$ cat src/rtl/core/stcd_pkg.sv
// Shared types, codes and helpers for the sprite texel color decoder.
`default_nettype none

package stcd_pkg;

    localparam int LOOKUP_ENTRIES = 16;
    localparam int LUT_AW         = 4;

    localparam logic [2:0] CFG_COLOR_MODE      = 3'd0;
    localparam logic [2:0] CFG_COLOR_BANK      = 3'd1;
    localparam logic [2:0] CFG_PALETTE_MASK    = 3'd2;
    localparam logic [2:0] CFG_ZERO_DOT_OPAQUE = 3'd3;
    localparam logic [2:0] CFG_END_CODE_ENABLE = 3'd4;

    localparam logic [3:0]  END_CODE_NIBBLE = 4'hF;
    localparam logic [15:0] END_CODE_DIRECT = 16'h7FFF;

    typedef enum logic [1:0] {
        MODE_TABLE4   = 2'd0,
        MODE_BANK4    = 2'd1,
        MODE_BANK8    = 2'd2,
        MODE_DIRECT16 = 2'd3
    } t_color_mode;

    typedef enum logic [1:0] {
        REQ_PAL_WR = 2'd0,
        REQ_LUT_WR = 2'd1,
        REQ_SOURCE = 2'd2
    } t_req;

    typedef enum logic [1:0] {
        OP_NOP    = 2'd0,
        OP_DOTS   = 2'd1,
        OP_PAL_WR = 2'd2,
        OP_LUT_WR = 2'd3
    } t_op;

    typedef enum logic [1:0] {
        K_DIRECT = 2'd0,
        K_LUT    = 2'd1,
        K_PAL    = 2'd2
    } t_kind;

    typedef struct packed {
        logic [1:0]  req_type;
        logic [10:0] table_index;
        logic [15:0] table_word;
        logic [15:0] source_word;
        logic [2:0]  valid_dots;
        logic        final_word;
    } t_in_item;

    typedef struct packed {
        logic [31:0] pixel_color;
        logic        pixel_drawn;
        logic        last_of_word;
        logic        last_of_texture;
    } t_out_item;

    typedef struct packed {
        t_color_mode color_mode;
        logic [15:0] color_bank;
        logic [7:0]  palette_mask;
        logic        zero_dot_opaque;
        logic        end_code_enable;
    } t_cfg;

    // What one lane found for its dot.
    typedef struct packed {
        logic              visible;
        t_kind             kind;
        logic [LUT_AW-1:0] lut_addr;
        logic [15:0]       pal_idx;
        logic [15:0]       direct_word;
    } t_lane_res;

    // One slot of the issue pipeline: a dot or a table write.
    typedef struct packed {
        t_op         op;
        t_lane_res   lane;
        logic [15:0] addr;
        logic [15:0] data;
        logic        last_w;
        logic        last_t;
    } t_slot;

    function automatic logic [31:0] rgb555_to_color(input logic [15:0] w);
        return {8'hFF, w[14:10], 3'b000, w[9:5], 3'b000, w[4:0], 3'b000};
    endfunction

endpackage

`default_nettype wire

$ cat src/rtl/core/stcd_lane.sv
// One decode lane: classifies a single dot of a source word.
`default_nettype none

module stcd_lane (
    input  wire stcd_pkg::t_cfg      i_cfg,
    input  wire [3:0]                i_nibble,
    input  wire [7:0]                i_byte,
    input  wire [15:0]               i_word,
    output stcd_pkg::t_lane_res      o_res
);
    import stcd_pkg::*;

    logic [7:0] masked;

    assign masked = i_byte & i_cfg.palette_mask;

    always_comb begin
        o_res.visible     = 1'b0;
        o_res.kind        = K_DIRECT;
        o_res.lut_addr    = i_nibble;
        o_res.pal_idx     = 16'h0000;
        o_res.direct_word = i_word;
        unique case (i_cfg.color_mode)
            MODE_TABLE4: begin
                o_res.kind    = K_LUT;
                o_res.visible = !((i_cfg.end_code_enable && i_nibble == END_CODE_NIBBLE) ||
                                  (i_nibble == 4'h0 && !i_cfg.zero_dot_opaque));
            end
            MODE_BANK4: begin
                o_res.kind    = K_PAL;
                o_res.pal_idx = {12'h000, i_nibble} | i_cfg.color_bank;
                o_res.visible = !((i_cfg.end_code_enable && i_nibble == END_CODE_NIBBLE) ||
                                  (i_nibble == 4'h0 && !i_cfg.zero_dot_opaque));
            end
            MODE_BANK8: begin
                o_res.kind    = K_PAL;
                o_res.pal_idx = {8'h00, masked} | i_cfg.color_bank;
                o_res.visible = !((i_cfg.end_code_enable && masked == i_cfg.palette_mask) ||
                                  (i_byte == 8'h00 && !i_cfg.zero_dot_opaque));
            end
            MODE_DIRECT16: begin
                o_res.kind    = K_DIRECT;
                o_res.visible = !((i_cfg.end_code_enable && i_word == END_CODE_DIRECT) ||
                                  !i_word[15]);
            end
            default: begin
                o_res.visible = 1'b0;
            end
        endcase
    end

endmodule

`default_nettype wire

$ cat config.mk
export PLATFORM = sky130hd
export DESIGN_NAME = stcd_lane
export DESIGN_NICKNAME = d
export VERILOG_FILES = /design/src/rtl/core/stcd_pkg.sv /design/src/rtl/core/stcd_lane.sv
export SDC_FILE = /design/constraint.sdc
export NUM_CORES = 1
export LEC_CHECK = 0
export ABC_CLOCK_PERIOD_IN_PS = 2600
export BUFFER_PORTS_ARGS = -buffer_cell sky130_fd_sc_hd__buf_2
export CORE_AREA = 4 4 47 49
export DETAILED_ROUTE_END_ITERATION = 7
export DIE_AREA = 0 0 51 53
export PLACE_DENSITY = 0.87
export SLEW_MARGIN = 10
export SYNTH_ARGS = -nofsm -noshare
export SYNTH_HDL_FRONTEND = slang
export SYNTH_SLANG_ARGS = --single-unit
$ cat constraint.sdc
create_clock -name vclk -period 2.6
set_input_delay 0.13 -clock vclk [all_inputs]
set_output_delay 0.13 -clock vclk [all_outputs]
set_load 0.03 [all_outputs]
==> results.yml, run 1 <==
final_layout:
  diodes: 0
  seq_cells: 0
  regArea_sq_um: 0
  final_net_count: 189
  nFillCells: 218
  clkbuf_count: 0
  syn_to_final_growth_pct: 39.4
  final_common_cell: "buf_2"
  layoutNonFillerInstCount: 154
  drive_above_1_share_pct: 51.2
  final_cell_mix: "65 x buf_2, 10 x nor2_1, 8 x nor2b_1"
job:
  drv_cap: 0
global_route:
  first_global_vias: 538
  overflow: 0
  grt_pass1_wl_um: 2500
  grt_usage_pct: 11.6
  antenna_found_initial: 0
  grt_max_degree: 13
sta:
  setup_slack_ns: 0.670
  slew_viol_final: 0
  finalSetupViolCount: 0
  fin_tns_setup_ns: 0
  maxSlewHeadroom_pct: 20.9
  hold_viol_final: 0
  hold_slack_ns: 0.260
  worstMarginPinSlew_ns: 1.17
  fmaxAchievable_mhz: 518
  period_share_pct: 74.2
  fin_crit_ns: 1.93
  rsz0062_at_grt: "false"
drt:
  via_count: 686
  wire_per_inst_um: 12.0
  wl_um: 1850
  postRouteAntennaNets: 0
  via_per_inst: 4.45
  dr.pass1.iters: 2
  drt_iter0_drc: 1
  drc: 0
critical_path:
  crit_type: "primary input to output pin"
  cpMostUsedCell: "buf_2"
  slowest_stage: "o21ai_0"
  start_kind: "primary input"
  worst-path-max-fanout: 12
  end_kind: "output pin"
  required_ns: 2.47
  cpPeakStageDelay_ns: 0.93
  worstPathCellList: "buf_2 > inv_1 > ha_1 > o21ai_0 > nor2b_1 > buf_2"
  crit_arrival_ns: 1.80
placement:
  dpl.cell_count: 154
  dp_hpwl_um: 1670
  place_ws_ns: 0.677
  portBuffers: 65
  finalWeightedCongestion: 0.731
min_path:
  hp-class: "primary input to output pin"
clock_tree:
  hold_buffers: 0
  cts_resized: 0
  post_cts_buffers: 0
floorplan:
  start_util_pct: 27.8
  chipWidth_um: 51
  core_sq_um: 1860
  dieArea_sq_um: 2700
  dieHeight_um: 53
  pin_count: 95
  row_count: 16
pwr:
  total_leakage_power_nw: 0.426
  power.density_nw_per_um2: 214
  vdd_drop_max_mv: 0.0858
  power_mw: 0.155
synth:
  synth_area_sq_um: 518
  syn_nets: 143
  avgSynthCellArea_sq_um: 6.24
  ys_top_cells_by_area: "buf_4 29%, ha_1 9.7%, nor2b_1 9.7%"
  synth.top_cell.area_share_pct: 29.0
  ys_types: 21
  seq_area_frac_synth_pct: 0
  yosysWarnings: 0
  syn_inst: 83
  yosys.area.top_type: "buf_4"
outcome:
  outcome: "completed"
==> worst paths after layout <==
check,cells after the start,slack [ns],to,start
hold / removal,0,0.26,o_res[7],i_word[7]
setup / recovery,6,0.67,o_res[25],i_cfg[26]
==> metrics by stage <==
step	utilization (%)	instance area (sq um)
5_1_grt	38.8	722
4_1_cts	38.8	722
2_1_floorplan	-	518
6_report	38.8	722
3_5_place_dp	38.8	722
3_3_place_gp	38.8	722
==> area by class of cell <==
type | instances | area [sq um] | share of cell area [%]
inverter | 7 | 26.3 | 3.64
multi-input combinational | 55 | 337 | 46.6
timing repair buffer | 65 | 325 | 45.1
tap | 27 | 33.8 | 4.68
==> report_power, final <==
| part | leakage, nW | internal (mW) | switching [mW] |
|---|---|---|---|
| Sequential | 0 | 0 | 0 |
| Combinational | 0.426 | 0.0575 | 0.0972 |
| Clock | 0 | 0 | 0 |
| Total | 0.426 | 0.0575 | 0.0972 |
==> synth_stat cells <==
cell        n
nand2_1     4
o31ai_1     1
nand3_1     1
or4_1       1
nor3_1      1
a311oi_1    1
nand2b_1    4
ha_1        4
and2_1      1
buf_2       1
o21ai_0     2
nor4_1      1
a31oi_1     4
inv_1       7
a21oi_1     4
buf_4      20
o221ai_1    2
nor2b_1     8
o22ai_1     5
nor2_1     10
o2111ai_1   1
==> cell families after synthesis <==
group	Yosys count	share of synthesized area [%]
adder cells (fa/ha/maj)	4	9.66
AO/OA/AOI/OAI	20	24.9
AND/OR/NAND/NOR	31	30.4
buffers and inverters	28	35.0
==> critical path: cells and delay by family <==
family,cells,cell delay (ns)
compound gates,1,0.93
fa+ha+maj,1,0.23
buf+inv,3,0.40
simple gates,1,0.12
==> layer usage <==
metal  track usage, %  share of wire [%]  up-vias
li1                 -                  -      357
met1             16.7                 42      284
met2             18.0                 43       41
met3             2.54                 14        4
met4            0.897               0.43        0
met5                0                  0        -
(Power assumes the default switching activity.)
==> run 2, diff against run 1 <==
--- a/config.mk
+++ b/config.mk
@@ -5,12 +5,12 @@
 export SDC_FILE = /design/constraint.sdc
 export NUM_CORES = 1
 export LEC_CHECK = 0
-export ABC_CLOCK_PERIOD_IN_PS = 2600
+export ABC_CLOCK_PERIOD_IN_PS = 1700
 export BUFFER_PORTS_ARGS = -buffer_cell sky130_fd_sc_hd__buf_2
-export CORE_AREA = 4 4 47 49
+export CORE_AREA = 4 4 51 53
 export DETAILED_ROUTE_END_ITERATION = 7
-export DIE_AREA = 0 0 51 53
-export PLACE_DENSITY = 0.87
+export DIE_AREA = 0 0 55 57
+export PLACE_DENSITY = 0.78
 export SLEW_MARGIN = 10
 export SYNTH_ARGS = -nofsm -noshare
 export SYNTH_HDL_FRONTEND = slang
==> constraint.sdc (replaced) <==
create_clock -name vclk -period 1.7
set_input_delay 0.085 -clock vclk [all_inputs]
set_output_delay 0.085 -clock vclk [all_outputs]
set_load 0.03 [all_outputs]
==> run 2 against run 1 <==
  * Clock-buffer cell count did not move
  * Flip-flop and latch count did not move
  * Non-clock buffer count rose by 1
  * Setup slack got worse by 0.26 ns
  * Power rose by 54%
  * Via count rose by 3.9%
  * Critical path depth rose by 1
  * Largest power group unchanged
==> results.yml, run 2 (synthesis results as in run 1) <==
outcome:
  outcome: "completed"
pwr:
  power.density_nw_per_um2: 325
  power_mw: 0.238
  p_clk_share_pct: 0
  p_int_mw: 0.0901
  seqPwrFrac_pct: 0
  switching_power_mw: 0.148
  share_comb_of_total_power_pct: 100.0
  vdd_drop_max_mv: 0.105
  p_sw_share_pct: 62.1
  total_leakage_power_nw: 0.431
drt:
  routed-wl-met2_um: 837
  wire_per_inst_um: 11.5
  wl_um: 1790
  wl_met1_um: 693
  wl_met3_um: 250
  drt_iter0_drc: 8
  via_per_inst: 4.57
  via_count: 713
  routed.top_layer: "met4"
  dr.pass1.iters: 4
  postRouteAntennaNets: 0
  drc: 0
critical_path:
  cpMostUsedCell: "buf_2"
  start_kind: "primary input"
  startpoint: "i_cfg[26]"
  crit_type: "primary input to output pin"
  required_ns: 1.62
  worst-path-max-fanout: 5
  crit_arrival_ns: 1.21
  worstPathCellList: "buf_2 > inv_1 > ha_1 > and2_1 > a31oi_1 > nor2_1 > buf_2"
  slowest_stage: "ha_1"
  end_kind: "output pin"
  cpPeakStageDelay_ns: 0.33
clock_tree:
  hold_buffers: 0
  cts_resized: 0
  post_cts_buffers: 0
min_path:
  hp-class: "primary input to output pin"
  min_from: "i_word[0]"
placement:
  dpl.cell_count: 156
  place_ws_ns: 0.398
  finalWeightedCongestion: 0.706
  placed_area_sq_um: 731
  portBuffers: 65
  dp_hpwl_um: 1620
global_route:
  grt_usage_pct: 10.4
  grt_pass1_wl_um: 2600
  antenna_found_initial: 0
  overflow: 0
  first_global_vias: 595
  grt_max_degree: 13
final_layout:
  final_common_cell: "buf_2"
  regArea_sq_um: 0
  syn_to_final_growth_pct: 41.1
  diodes: 0
  final_cell_mix: "65 x buf_2, 10 x nor2_1, 8 x nor2b_1"
  final_core_util_pct: 34.0
  final_cell_area_sq_um: 731
  drive_above_1_share_pct: 51.6
  final_net_count: 190
  layoutNonFillerInstCount: 156
  nFillCells: 258
  seq_cells: 0
  clkbuf_count: 0
sta:
  hold_slack_ns: 0.170
  slew_viol_final: 0
  hold_viol_final: 0
  setup_slack_ns: 0.407
  worstMarginPinSlew_ns: 0.286
  period_share_pct: 76.1
  rsz0062_at_grt: "false"
  maxSlewHeadroom_pct: 80.8
  finalSetupViolCount: 0
  fin_tns_setup_ns: 0
  fin_crit_ns: 1.29
  fmaxAchievable_mhz: 773
job:
  drv_cap: 0
floorplan:
  core_sq_um: 2150
  start_util_pct: 24.1
  row_count: 17
  dieHeight_um: 57
  chipWidth_um: 55
  pin_count: 95
  dieArea_sq_um: 3140
## run 2: metal layers
metal  track usage, %  vias up
li1                 -      358
met1             13.7      316
met2             18.2       37
met3             1.83        2
met4            0.347        0
met5                0        -
## run 2: area by class of cell
class	instances	area, sq um	area share (%)
Tap cell	28	35.0	4.79
Multi-Input combinational cell	55	337	46.1
Timing Repair Buffer	66	333	45.5
Inverter	7	26.3	3.60
## run 2: worst max-delay path: cells and delay by family
kind	cells	cell delay [ns]
AO/OA/AOI/OAI	1	0.18
adder cells (fa/ha/maj)	1	0.33
AND/OR/NAND/NOR	2	0.28
buffers and inverters	3	0.32
## run 2: power by group through the flow
stage	clock, mW	sequential, mW	combinational [mW]
after detailed placement	0	0	0.241
after global routing	0	0	0.261
final	0	0	0.238
after global placement	0	0	0.239
after CTS	0	0	0.242
after floorplan	0	0	0.211
## run 2: worst paths after layout
path | endpoint | slack, ns | depth (start not counted)
worst max-delay path | o_res[23] | 0.41 | 7
worst min-delay path | o_res[0] | 0.17 | 0
